File: src/hdl/nsa_union.sv
// Shared set-union unit: ORs together the rows of every state in the select set.
module nsa_union #(
  parameter int NUM_STATES = 16
) (
  input  logic [NUM_STATES-1:0]                 sel,
  input  logic [NUM_STATES-1:0][NUM_STATES-1:0] rows,
  output logic [NUM_STATES-1:0]                 union_set
);

  always_comb begin
    union_set = '0;
    for (int s = 0; s < NUM_STATES; s++) begin
      if (sel[s]) begin
        union_set = union_set | rows[s];
      end
    end
  end

endmodule

File: config.mk
export PLATFORM = sky130hd
export DESIGN_NAME = nsa_union
export DESIGN_NICKNAME = d
export VERILOG_FILES = /design/src/hdl/nsa_union.sv
export SDC_FILE = /design/constraint.sdc
export NUM_CORES = 1
export LEC_CHECK = 0
export BUFFER_PORTS_ARGS = -buffer_cell sky130_fd_sc_hd__buf_2
export CORE_AREA = 4 4 111 113
export DETAILED_ROUTE_END_ITERATION = 8
export DIE_AREA = 0 0 115 117
export PLACE_DENSITY = 0.45
export RECOVER_POWER = 50
export SYNTH_ARGS = -nofsm -noshare
export SYNTH_HDL_FRONTEND = slang
export SYNTH_SLANG_ARGS = --single-unit
export TNS_END_PERCENT = 20
File: constraint.sdc
create_clock -name vclk -period 1.4
set_clock_uncertainty 0.1 [all_clocks]
set_input_delay 0.07 -clock vclk [all_inputs]
set_output_delay 0.07 -clock vclk [all_outputs]
set_load 0.05 [all_outputs]
# Yosys cells after proc, flatten, opt, wreduce, memory -nomap -nowiden
# Index checks and enable logic that the tools add are counted.
[classes]
mux = 16
n_bitwise = 15
[op_table]
columns = ["operator", "count"]
rows = [
  ["16-bit two-way mux", 16],
  ["16-bit bitwise OR", 15],
]
[word_totals]
input_bits = 272
reg_bits = 0
out_inout_bits = 16
wordCells = 31

# Longest topological paths before layout
# Gate-level depths: netlist of run 1.
[logic_depth]
depth_word = 31
depth_mapped = 5
depth_no_buf = 3

# Least setup slack after synthesis of run 1
# No wires, ideal clock.
[synth_path]
kind = "input to output"
start = "in sel[0]"
end = "out union_set[10]"
n_path_buf = 2
slack_ns = 0.016
arrival_time_ns = 1.214
t_required_ns = 1.230
cell_stages = 5
cell_sequence = "buf_6 -> buf_8 -> a22o_1 -> a221oi_1 -> nand4_1"
[synth_via]
elab_chain_cells = 31
[synth_rtl]
columns = ["item", "line", "text"]
rows = [
  ["start: declaration", "5", "input logic [NUM_STATES-1:0] sel,"],
  ["16-bit two-way mux (*)", "13", "if (sel[s]) begin"],
  ["16-bit bitwise OR", "14", "union_set = union_set | rows[s];"],
  ["16-bit two-way mux (*)", "13", ""],
  ["16-bit bitwise OR", "14", ""],
  ["16-bit two-way mux (*)", "13", ""],
  ["16-bit bitwise OR", "14", ""],
  ["16-bit two-way mux (*)", "13", ""],
  ["16-bit bitwise OR", "14", ""],
  ["[... 15 more ...]", "-", ""],
  ["16-bit bitwise OR", "14", ""],
  ["16-bit two-way mux (*)", "13", ""],
  ["16-bit bitwise OR", "14", ""],
  ["16-bit two-way mux (*)", "13", ""],
  ["16-bit bitwise OR", "14", ""],
  ["16-bit two-way mux (*)", "13", ""],
  ["16-bit bitwise OR", "14", ""],
  ["16-bit two-way mux (*)", "13", ""],
  ["end: declaration", "7", "output logic [NUM_STATES-1:0] union_set"],
]
# Mark *: on every way between the ends. The rest lies on a longest branch, timed or not.

# Worst setup path after layout of run 1
[layout_path]
start = "in sel[1]"
end = "out union_set[5]"
[layout_via]
elab_chain_cells = 29
[layout_rtl]
columns = ["item", "line"]
rows = [
  ["16-bit two-way mux (*)", "13"],
  ["16-bit bitwise OR", "14"],
  ["16-bit two-way mux (*)", "13"],
  ["16-bit bitwise OR", "14"],
  ["16-bit two-way mux (*)", "13"],
  ["16-bit bitwise OR", "14"],
  ["16-bit two-way mux (*)", "13"],
  ["16-bit bitwise OR", "14"],
  ["[... 13 more ...]", "-"],
  ["16-bit bitwise OR", "14"],
  ["16-bit two-way mux (*)", "13"],
  ["16-bit bitwise OR", "14"],
  ["16-bit two-way mux (*)", "13"],
  ["16-bit bitwise OR", "14"],
  ["16-bit two-way mux (*)", "13"],
  ["16-bit bitwise OR", "14"],
  ["16-bit two-way mux (*)", "13"],
]
# Marked as above.

==> metrics.txt, run 1 <==
Seq cells 0; Setup Slack @ Placement -359 ps; switch share around 44%; Ys Warns 0; top-area cell type share of the netlist area 37.6%; diode count 0; Final Setup Violations 0; gpl congestion 0.890; Max Cap Viol 0; cell area after synthesis 1490 sq um; vias in the first global route 3416; Power Total approximately 0.0011 W; die height 117 microns; Final Slew Violations 0; Clk pwr share 0%; Flop pwr share 0%; first-pass GRT wire length 18.2 mm; port bufs 288; routed length on met3 1.23 mm; DR vias/cell 5.09; drt drc 0; highest routed metal layer met4; largest area contributor in the netlist a22o_1; DR WL/cell 21.9 microns; num rows 39; Tmin final between 1000 and 1500 ps; Final Hold Viols 0; VDD IR max between 0.1 and 0.15 mV; sw power about 0.0005 W; Pre-antenna DRT Iters 4; HP Start rows[213]; Pint 0.000645 W; initial core utilization between 10% and 20%; Final HPWL DP 12.2 mm; ratio of total power to cell area 317 nW/um^2; Worst EP arrival 1220 ps; global router's overall resource usage 17.8%; CP Launch Point sel[1]; Syn Inst Count ~180; Area contributors post-synth a22o_1, a221oi_1, buf_6; worst slew pin tran 435 ps; worst hold slack roughly 430 ps; post-synth cell types 9; die width 115 microns; aggregate global routing overflow 0; average size of a mapped cell 8.47 sq um; CP Data Required Time 1230 ps; layout cells sized above 1 76.1%; core area 11300 sq um; die area 13500 sq um; met2 routed WL 7.17 mm; HP Class input pin to output pin; Tcrit/Tclk final 99.6%; Fin Setup TNS 0 ps; Final ANT Viol Nets 0; initial antenna violation count 0; First DRT Iteration DRCs 100; RSZ-0062 raised after global routing yes; fmax about 720 MHz; Reg area 0 sq um; DR vias 3133; critical path startpoint category input pin; Lkg Pwr roughly 1.8 nW; metal1 wirelength 4.77 mm; clock buffers 0; logic gate share of total power 100.0%; Final #Nets 747; sequential share of the synthesized area 0%; endpoint class of the critical path output pin; Synth Net Count between 400 and 500; CP Max Fanout 15; Syn-to-layout area delta 142%; hold_buf cts 0; largest net degree at the start of global routing 17; PnR worst setup slack 5.48 ps; Post-CTS Setup Bufs 0; Crit Path Category input pin to output pin; outcome finished clean; # IOs 288; Max-slew headroom between 70 and 80%; overall routed net length around 13 mm
==> timing repair <==
item | 4_1_cts | 5_1_grt
hold endpoints to repair | 0 | 0
resized for setup | 60 | 18
cloned | 0 | 0
setup endpoints to repair | 16 | 16
pin swaps | 5 | 4
==> routing by layer <==
metal,up-vias,track usage (%)
met1,1475,19.7
met4,0,3.99
li1,1450,-
met3,12,1.80
met2,196,36.0
met5,-,0
==> power groups by stage <==
stage,Combinational [W],Clock (W),Sequential (W)
floorplan,0.000411,0,0
global placement,0.00102,0,0
detailed placement,0.00104,0,0
CTS,0.00113,0,0
global route,0.00124,0,0
finish,0.00115,0,0
==> stage by stage <==
stage / cell area, sq um / instances / util [%]
3_3_place_gp: 3240 / 616 / 28.6
5_1_grt: 3620 / 616 / 31.9
4_1_cts: 3520 / 616 / 31.1
2_1_floorplan: 1490 / 176 / -
3_5_place_dp: 3240 / 616 / 28.6
6_report: 3620 / 616 / 31.9
==> Yosys cell counts, drive strengths merged <==
cell and instances:
a221oi 64, clkbuf 7, buf 25, nand4 16
a22o 64
==> worst max-delay path, stage by stage <==
cell      delay, ps
buf_6           130
a22o_4          260
a221oi_4        280
buf_4           170
nand4_1         120
buf_6           190
==> cells by family after synthesis <==
group / share of synthesized area [%]
AO/OA/AOI/OAI: 76.0
AND/OR/NAND/NOR: 6.71
buffers and inverters: 17.3
==> worst paths after layout <==
path | cells past startpoint | to
hold / removal | 4 | union_set[5]
setup / recovery | 6 | union_set[5]
==> layout make-up <==
| class | instances | area [sq um] |
|---|---|---|
| fill | 1250 | 7700 |
| multi-input combinational | 144 | 1490 |
| timing repair buffer | 329 | 1950 |
| tap | 143 | 179 |
==> cell usage in the layout (no fill, tap or decap) <==
master    instances
a221oi_1         34
buf_4            35
a22o_4            1
buf_6            18
buf_8             1
a22o_1           63
clkbuf_4          2
buf_12            6
nand4_1          16
a221oi_4          6
buf_2           267
a221oi_2         24
Note: power is estimated with default switching activity, not from simulation.
==> run 2: changes to the inputs <==
ABC_AREA = 1   (was unset)
CORE_AREA = 4 4 109 111   (was 4 4 111 113)
DIE_AREA = 0 0 113 115   (was 0 0 115 117)
PLACE_DENSITY = 0.57   (was 0.45)
==> run 2 against run 1 <==
Against the previous run:
- largest cell class is now multi-input gates
- critical path type unchanged
- hold slack better by 120 ps
- synthesized area is 74% higher
- power is 10% lower
- final area is 8.2% higher
- final cell count is 61% higher
- sequential share of layout area stayed put
- fmax is 10% higher
==> metrics.txt, run 2 <==
outcome finished clean; core area 10800 sq um; final core utilization 36.2%; Final ANT Viol Nets 0; DP Area 3910 sq um; overall routed net length 12.4 mm; DR vias/cell 4.04; aggregate global routing overflow 0; Final Setup Violations 0; Seq cells 0; Final Hold Viols 0; port bufs 288; Resized Gates After CTS 0; clock buffers 0; switch share 53.0%; # IOs 288; Synth Area in Simple Gates 73.1%; most frequent cell after synthesis nand2_1; Syn Inst Count 592; initial antenna violation count 0; largest net degree at the start of global routing 17; ratio of total power to cell area 264 nW/um^2; largest area contributor in the netlist nand2_1; Syn-to-layout area delta 50.9%; num rows 38; largest family of logic cells by synthesized area simple AND/OR/NAND/NOR gates; critical path startpoint category input pin; Max Cap Viol 0; design area 3910 sq um; logic gate share of total power 100.0%; top-area cell type share of the netlist area 53.7%; Final #Nets around 1100; Worst path max stage delay around 250 ps; drt drc 0; Ys Warns 0; Tmin final between 1000 and 1500 ps; RSZ-0062 raised after global routing no; global router's overall resource usage 17.1%; final std cells w/o fill 990; Pint 0.000485 W; Flop pwr share 0%; most frequent cells in the layout nand2_1, buf_2, inv_1; Clk pwr share 0%; fmax 791 MHz; post-synthesis adder-cell area fraction 0%; die width roughly 110 microns; post-synthesis compound-gate area fraction 0%; Critical-path top delay cell nor2_1; die area between 10000 and 15000 sq um; Area contributors post-synth nand2_1, inv_1, nand2_2; Filler Cell Count 1330; placed cells around 1000; DR WL/cell 12.5 microns; layout cells sized above 1 39.4%; hold_buf cts 0; Fin Setup TNS 0 ps; most frequent CP cell nand2_1; DR vias 4003; sw power 0.000546 W; Final HPWL DP roughly 11 mm; CP Data Required Time 1230 ps; xor/xnor cell area share of the yosys netlist 0%; Reg area 0 sq um; Crit Path Category input pin to output pin; diode count 0; CP cell instances buf_2, nand2_2, nand2_1, inv_1, nand2_1, nor2_1, nand2_1, buf_2; Post-CTS Setup Bufs 0; post-synth cell types 11; initial core utilization 24.0%; first-pass GRT wire length 18.1 mm; Lkg Pwr 2.80 nW; Synth Net Count 864; commonest non-fill, non-tap cell in the layout nand2_1; gpl congestion 0.889; die height around 120 microns; Max-slew headroom between 70% and 80%; average size of a mapped cell 4.38 sq um; Power Total 0.00103 W; cell area after synthesis 2590 sq um; worst slew pin tran 404 ps; sequential share of the synthesized area 0%; Synth top cells by count nand2_1, inv_1, nand2_2; CP Max Fanout 16; First DRT Iteration DRCs 177; mux share of post-synthesis cell area 0%; Final Slew Violations 0; vias in the first global route 3674; VDD IR max 0.123 mV; Tcrit/Tclk final 90.3%; endpoint class of the critical path output pin; Pre-antenna DRT Iters 4; HP Class input pin to output pin; Worst EP arrival 1090 ps
run 2: cell count changes after synthesis, sizes merged:
cell	before	now
a221oi	64	0
a22o	64	0
buf	25	28
clkbuf	7	4
inv	0	96
nand2	0	416
nor2	0	32
run 2: power by group through the flow:
stage	combinational (W)	clock (W)	sequential, W
after floorplan	0.000599	0	0
after global placement	0.00103	0	0
after detailed placement	0.00104	0	0
after CTS	0.00104	0	0
after global routing	0.00118	0	0
final	0.00103	0	0
run 2: final timing paths:
kind              startpoint           end  slack (ps)  cells past startpoint
setup / recovery      sel[5]  union_set[5]         140                      8
hold / removal      rows[99]  union_set[3]         550                      6
run 2: kinds of logic (layout without fill, tap and decap cells):
group	count (synthesis)	in the layout
buffers and inverters	128	386
and+or+nand+nor	464	464
run 2: final cells by class:
type | count | area, sq um | area share [%]
Multi-Input combinational cell | 464 | 1890 | 48.4
Timing Repair Buffer | 290 | 1480 | 37.9
Tap cell | 140 | 175 | 4.48
Inverter | 96 | 360 | 9.21
run 2: layer usage:
layer / wire, microns / up-vias / global-route usage, %
li1: - / 2198 / -
met4: 72 / 0 / 0.881
met5: 0 / - / 0
met3: 1020 / 6 / 2.26
met1: 5050 / 1623 / 21.3
met2: 6280 / 176 / 32.7
run 2: worst max-delay path: cells and delay by family:
family	cells	cell delay, ps
buffers and inverters	3	490
and+or+nand+nor	5	520
run 2: through the flow:
step	hold WS (ps)	setup slack (ps)
6_report	550	136
5_1_grt	591	12.3
4_1_cts	556	107
3_5_place_dp	556	106
3_3_place_gp	550	102
2_1_floorplan	493	339
