===== config.mk =====
export PLATFORM = sky130hd
export DESIGN_NAME = nsa_ram
export DESIGN_NICKNAME = d
export VERILOG_FILES = /design/src/hdl/nsa_ram.sv
export SDC_FILE = /design/constraint.sdc
export NUM_CORES = 1
export LEC_CHECK = 0
export BUFFER_PORTS_ARGS = -buffer_cell sky130_fd_sc_hd__buf_2
export CORE_UTILIZATION = 60
export DETAILED_ROUTE_END_ITERATION = 8
export GPL_TIMING_DRIVEN = 1
export PLACE_DENSITY = 0.88
export SLEW_MARGIN = 20
export SYNTH_ARGS = -nofsm -noshare
export SYNTH_HDL_FRONTEND = slang
export SYNTH_SLANG_ARGS = --single-unit

===== constraint.sdc =====
create_clock -name clk -period 3.63 [get_ports clk]
set_input_delay 1.089 -clock clk [delete_from_list [all_inputs] [get_ports clk]]
set_output_delay 1.089 -clock clk [all_outputs]
set_load 0.03 [all_outputs]

===== src/hdl/nsa_ram.sv =====
// Generic single-port-write, single-port-read RAM with registered read data.
module nsa_ram #(
  parameter int WIDTH = 16,
  parameter int DEPTH = 16
) (
  input  logic                     clk,
  input  logic                     we,
  input  logic [$clog2(DEPTH)-1:0] waddr,
  input  logic [WIDTH-1:0]         wdata,
  input  logic [$clog2(DEPTH)-1:0] raddr,
  output logic [WIDTH-1:0]         rdata
);

  logic [WIDTH-1:0] mem [DEPTH];

  always_ff @(posedge clk) begin
    if (we) begin
      mem[waddr] <= wdata;
    end
    rdata <= mem[raddr];
  end

endmodule


# Yosys cells after proc, flatten, opt, wreduce, memory -nomap -nowiden
# Memories as Yosys holds them, arrays and structs flattened. A register that Yosys moved wholly into a read port is not among the register bits.
# Index checks and enable logic that the tools add are counted.
word_totals:
  ramBits: 256
  output_inout_bits: 16
  ff_bits: 0
  input_bits: 26
  n_memories: 1
mem_list:
  columns: ["memory", "words", "word_bits", "rd", "rd_clocked_by_memory_dff", "wr", "line", "text"]
  rows:
  - ["mem", 16, 16, 1, 1, 1, "14", "logic [WIDTH-1:0] mem [DEPTH];"]
op_classes:
  n_mux: 2
ops:
  columns: ["operator", "count"]
  rows:
  - ["$mux W1", 2]

# Longest topological paths before layout
# Gate-level depths: netlist of the first run.
depth:
  ltp_word: 2
  mapped_depth: 5

# Worst setup path before layout of the first run
# OpenSTA, ideal clock, no wires.
synth_path:
  path_type: "input to register"
  start: "input waddr[2]"
  end: "memory mem[0][0] (enable)"
  setup_ns: 0.409
  t_arrival_ns: 2.735
  path_stages: 2
  setup_slack_ns: 0.486
  cell_sequence: "or3b_2 -> nor3_1"
synth_rtl:
  columns: ["element", "line", "text"]
  rows:
  - ["start, declared", "8", "input logic [$clog2(DEPTH)-1:0] waddr,"]
  - ["end, declared", "14", null]
# Straight into the memory's write port.

# Final worst setup path of the first run
layout_path:
  start: "input waddr[2]"
  end: "memory mem[2][12] (enable)"
# Straight into the memory's write port.

==> metrics.md, run 1 <==
| Metric | Value |
|---|---|
| Cell type with the largest total area after synthesis | `edfxtp_1` |
| DR pass1 iterations | `4` |
| Syn Nets | `458` |
| Gpl congestion | `0.7628` |
| Most frequent cells after synthesis | `edfxtp_1 (256), mux4_2 (54), a22oi_1 (32)` |
| Drt first-iter violations | `roughly 510` |
| WP data required | `3.84 ns` |
| Top_reg_cell synth | `edfxtp_1` |
| Area grow syn2layout | `14.68%` |
| CTS tree | `done` |
| VDD IR max | `0.4188 mV` |
| Vias post-DR | `4830` |
| Ys Warns | `0` |
| Leak Pwr | `3.801 nW` |
| Final setup margin | `1.345 ns` |
| Final WL | `21670 um` |
| Post-Place Cells | `692` |
| Cts hold-fix bufs | `0` |
| CTS sink count | `272` |
| TritonCTS buffer count | `25` |
| Residual DRC | `0` |
| Antenna violations before repair | `0` |
| RSZ-0062 raised after global routing | `no` |
| Grt total ovfl | `0` |
| Worst Tran Pin Value | `1.105 ns` |
| Crit end category | `register` |
| First-pass GRT wire length | `~32000 um` |
| Post-DP HPWL | `11810 um` |
| CP arrival | `between 2 and 3 ns` |
| Place WS | `0.8266 ns` |
| DRT antenna net count | `0` |
| Die area | `17260 um2` |
| Power Density | `572.8 nW/um2` |
| Die Ht | `around 130 um` |
| CTS Root Cell | `clkbuf_16` |
| Fin cells | `about 740` |
| I/O pins | `42` |
| Rows | `46` |
| Routed WL per cell | `29.40 um` |
| Antenna diodes | `0` |
| Final Cycle Share | `between 60 and 70%` |
| Core area | `16120 um2` |
| Top cell type's share of synthesized area | `approximately 77%` |
| Yosys cell types | `19` |
| Largest net degree at the start of global routing | `27` |
| Reg clk slew, reported paths | `0.06 ns` |
| Critical-path maximum fanout | `9` |
| Drt via density | `around 6.6` |
| Post-layout instance area | `11520 um2` |
| Final Hold Violating Endpoints | `0` |
| H-tree levels | `1` |
| Vias in the first global route | `5110` |
| Max-Cap Viols | `0` |
| Final nets | `529` |
| Sequential cell area fraction in the yosys report | `79.73%` |
| Area contributors post-synth | `edfxtp_1 (77%), mux4_2 (12%), dfxtp_1 (3.2%), mux4_1 (2.6%), a22oi_1 (2.4%)` |
| Tightest Hold Check Type | `register to register` |
| Setup bufs post-CTS | `0` |
| Post-DP Area | `around 11000 um2` |
| Aggregate global-route resource usage | `26.33%` |
| Post-route minimum period | `2.285 ns` |
| Run status | `complete, no violations` |
| Skew-Pair Late Insertion Delay | `just over 0.5 ns` |
| Share of post-route cells with drive strength above 1 | `33.59%` |
| Gate Count Post-Synth | `432` |
| Clock buffer depth | `3` |
| Mapped cell area | `10040 um2` |
| Rel. slew slack | `a little over a quarter` |
| Mean Syn Cell Area | `23.25 um2` |
| Clock Skews | `0.006160 ns` |
| PostCTS Resize Cnt | `0` |
| Post-Route Utilization | `between 70% and 80%` |
| Setup violations, final | `0` |
| Initial Util | `62.32%` |
| Total negative slack | `0 ns` |
| Slew Limit Fails | `0` |
| Crit Path Category | `input port to register` |
| Max frequency | `~0.44 GHz` |
| Die width | `~130 um` |
| Critical Path Start Type | `input port` |
| #FFs+latches synth | `272` |
| I/O Buffers | `41` |
| Count leader, synth | `edfxtp_1` |
| Share of flip-flops with an asynchronous set or reset | `0%` |
| EDFF count, synth | `between 200 and 300` |
==> metal layers <==
| layer | part of all wire (%) | global-route usage (%) |
|---|---|---|
| met5 | 0 | 0 |
| met4 | 3.6 | 11.05 |
| met3 | 7.4 | 3.704 |
| met2 | 52 | 43.68 |
| met1 | 37 | 35.72 |
==> worst max-delay path, stage by stage <==
cell and delay, ns:
buf_2 0.11, or3b_2 0.55, nor2_2 0.45, buf_4 0.29
==> stage by stage <==
stage	hold slack, ns	power [mW]
finish	0.6745	6.597
global route	0.7075	6.770
CTS	0.6762	6.634
detailed placement	0.6672	3.952
global placement	0.6452	3.928
floorplan	0.6349	3.806
==> cell families (layout without fill, tap and decap cells) <==
group | after synthesis | count (layout) | synth area share [%]
flip-flops | 272 | 272 | 79.73
AND/OR/NAND/NOR | 43 | 43 | 1.918
AO/OA/AOI/OAI | 32 | 32 | 2.392
multiplexers | 64 | 64 | 14.73
buffers and inverters | 21 | 110 | 1.233
==> state kept, by name (all words and copies together) (netlist names) <==
register  count
rdata        16
mem         256
==> path summary, 6_finish.rpt <==
kind,slack [ns],cells after the start,from,to
worst max-delay path,1.34,4,waddr[2],mem[2][12]$_DFFE_PP_
worst min-delay path,0.67,3,mem[12][6]$_DFFE_PP_,rdata[6]$_DFF_P_
worst max register to register,2.23,3,mem[0][1]$_DFFE_PP_,rdata[1]$_DFF_P_
worst min register to register,0.67,3,mem[12][6]$_DFFE_PP_,rdata[6]$_DFF_P_
==> cell type report <==
cell class,instances,area (um2)
clock buffers,26,639.4
clock inverters,19,212.7
fillers,921,4598
multi-input cells,139,1962
flip-flops and latches,272,8008
well taps,216,270.3
repair buffers,65,425.4
==> placed cells by master (no fill, tap or decap) <==
cell type and instances:
bufinv_16 5, mux4_2 54, edfxtp_1 256, nor2b_1 2, nand3b_1 2, a22oi_1 32
nor2_1 1, mux4_1 10, buf_2 40, nand3_1 1, dfxtp_1 16, or3b_2 1
buf_12 3, and2_1 1, clkbuf_8 1, nor3_2 4, nand2_1 17, clkbuf_16 25
clkinv_2 8, clkinv_1 6, buf_4 22, nand2b_1 2, nor2_2 12
==> power breakdown <==
| group | internal, mW | switching [mW] |
|---|---|---|
| sequential | 3.51 | 0.0239 |
| combinational | 0.133 | 0.220 |
| clock | 1.63 | 1.08 |
| total | 5.27 | 1.33 |
No activity file was read; power rests on OpenSTA's default activity.
==> run 2, diff against run 1 <==
Clock period 3.63 ns to 2.2 ns, I/O delays scaled along.
==> run 2 against run 1 <==
Net effect:
- via count decreased by 0.33%
- flip-flop and latch count unchanged
- clock power increased by 65%
- hold slack got worse by 0.16 ns
- die area unchanged
- combinational power increased by 71%
- first-iteration DRC count decreased by 2.9%
- critical path type is now register to output port
==> metrics.md, run 2 (synthesized netlist as in run 1, its figures left out) <==
| Metric | Value |
|---|---|
| Run status | `complete, no violations (unchanged)` |
| Final Cycle Share | `79.99%` |
| I/O pins | `42 (unchanged)` |
| Hold Slack | `0.5095 ns (was 0.6745 ns)` |
| Die area | `17260 um2 (unchanged)` |
| I/O Buffers | `41 (unchanged)` |
| Initial Util | `62.32% (unchanged)` |
| Die Ht | `131.4 um (unchanged)` |
| Vias post-DR | `4814 (was 4830)` |
| Setup violations, final | `0 (unchanged)` |
| Post-route minimum period | `1.760 ns` |
| Post-DP HPWL | `11520 um (was 11810 um)` |
| Setup bufs post-CTS | `0 (unchanged)` |
| Post-layout instance area | `11760 um2 (was 11520 um2)` |
| VDD IR max | `0.6348 mV (was 0.4188 mV)` |
| Max frequency | `0.5683 GHz` |
| Max-Cap Viols | `0 (unchanged)` |
| Share of post-route cells with drive strength above 1 | `33.21% (was 33.59%)` |
| Rows | `46 (unchanged)` |
| Cts hold-fix bufs | `0 (unchanged)` |
| Clock Skews | `0.006637 ns (was 0.006160 ns)` |
| Biggest register | `mem (unchanged)` |
| Power Density | `928.5 nW/um2 (was 572.8 nW/um2)` |
| Antenna diodes | `0 (unchanged)` |
| WP data required | `1.54 ns (was 3.84 ns)` |
| Rel. slew slack | `32.07% (was 26.36%)` |
| Drt via density | `6.479 (was 6.554)` |
| CTS Root Cell | `clkbuf_16 (unchanged)` |
| Antenna violations before repair | `0 (unchanged)` |
| Core area | `16120 um2 (unchanged)` |
| Final WL | `21060 um (was 21670 um)` |
| Aggregate global-route resource usage | `25.62% (was 26.33%)` |
| DRT antenna net count | `0 (unchanged)` |
| Delay-heaviest family, CP | `flip-flops (was simple AND/OR/NAND/NOR gates)` |
| Slowest CP cell | `dfxtp_1 (was or3b_2)` |
| Final Hold Violating Endpoints | `0 (unchanged)` |
| Slew Limit Fails | `0 (unchanged)` |
| Reg clk slew, reported paths | `0.06 ns (about the same)` |
| Final nets | `533 (was 529)` |
| Drt first-iter violations | `497 (was 512)` |
| First-pass GRT wire length | `31570 um (was 32400 um)` |
| Vias in the first global route | `5149 (was 5110)` |
| Grt total ovfl | `0 (unchanged)` |
| Crit Path Category | `register to output port (was input port to register)` |
| Most frequent cells in the layout | `edfxtp_1 (256), mux4_2 (54), buf_2 (40) (unchanged)` |
| Tightest Hold Check Type | `input port to register (was register to register)` |
| DR pass1 iterations | `5 (was 4)` |
| Residual DRC | `0 (unchanged)` |
| Worst Tran Pin Value | `1.019 ns (was 1.105 ns)` |
| Crit end category | `output port (was register)` |
| Area grow syn2layout | `17.09% (was 14.68%)` |
| Place WS | `-0.07816 ns (was 0.8266 ns)` |
| TritonCTS buffer count | `26 (was 25)` |
| Critical-path cell list | `buf_2 (was buf_2 > or3b_2 > nor2_2 > buf_4)` |
| Skew-Pair Late Insertion Delay | `0.52 ns (was 0.51 ns)` |
| Commonest non-fill, non-tap cell in the layout | `edfxtp_1 (unchanged)` |
| WP buf/inv | `1 (was 2)` |
| Routed WL per cell | `28.35 um (was 29.40 um)` |
| Total negative slack | `0 ns (unchanged)` |
| H-tree levels | `1 (unchanged)` |
| Top Registers | `mem (256), rdata (16) (unchanged)` |
| Critical-path maximum fanout | `1 (was 9)` |
| RSZ-0062 raised after global routing | `no (unchanged)` |
| Largest net degree at the start of global routing | `33 (was 27)` |
| Max reg flops | `256 (unchanged)` |
| CTS tree | `done (unchanged)` |
| Highest cell delay on the worst timing path | `0.37 ns (was 0.55 ns)` |
| PostCTS Resize Cnt | `0 (unchanged)` |
| Leak Pwr | `3.864 nW (was 3.801 nW)` |
| Post-DP Area | `10890 um2 (was 10670 um2)` |
| Critical Path Start Type | `register (was input port)` |
| Total Power | `10.92 mW (was 6.597 mW)` |
| Die width | `131.4 um (unchanged)` |
| CTS sink count | `272 (unchanged)` |
| CP arrival | `1.10 ns (was 2.50 ns)` |
| Final setup margin | `0.4403 ns (was 1.345 ns)` |
| Gpl congestion | `0.7669 (was 0.7628)` |
| Clock buffer depth | `3 (unchanged)` |
-- run 2: path summary, 6_finish.rpt --
check	start	depth (start not counted)	slack, ns	end
hold / removal	wdata[14]	1	0.51	mem[8][14]$_DFFE_PP_
setup / recovery	rdata[9]$_DFF_P_	1	0.44	rdata[9]
hold reg to reg	mem[12][4]$_DFFE_PP_	3	0.68	rdata[4]$_DFF_P_
setup reg to reg	mem[8][9]$_DFFE_PP_	3	0.81	rdata[9]$_DFF_P_
-- run 2: cell type report --
type	instances	area, um2
timing repair buffer	68	648.1
clock buffer	32	694.4
fill	882	4355
multi-input combinational	139	1968
clock inverter	16	171.4
sequential	272	8008
tap	216	270.3
-- run 2: metal layers --
layer / vias to the layer above / share of wire, % / GRT usage (%)
li1: 1992 / - / -
met1: 2533 / 38 / 33.47
met2: 235 / 52 / 43.59
met3: 54 / 6.9 / 4.900
met4: 0 / 3.0 / 9.044
met5: - / 0 / 0
-- run 2: where the power goes --
group | internal (mW) | switching [mW] | leakage [nW]
logic | 0.238 | 0.365 | 0.991
clock network | 2.70 | 1.78 | 0.426
registers | 5.79 | 0.0406 | 2.45
total | 8.73 | 2.19 | 3.86
-- run 2: stage by stage --
stage | std cells | util (%)
2_1_floorplan | 432 | -
3_3_place_gp | 695 | 67.59
3_5_place_dp | 695 | 67.59
4_1_cts | 743 | 72.96
5_1_grt | 743 | 72.97
6_report | 743 | 72.97
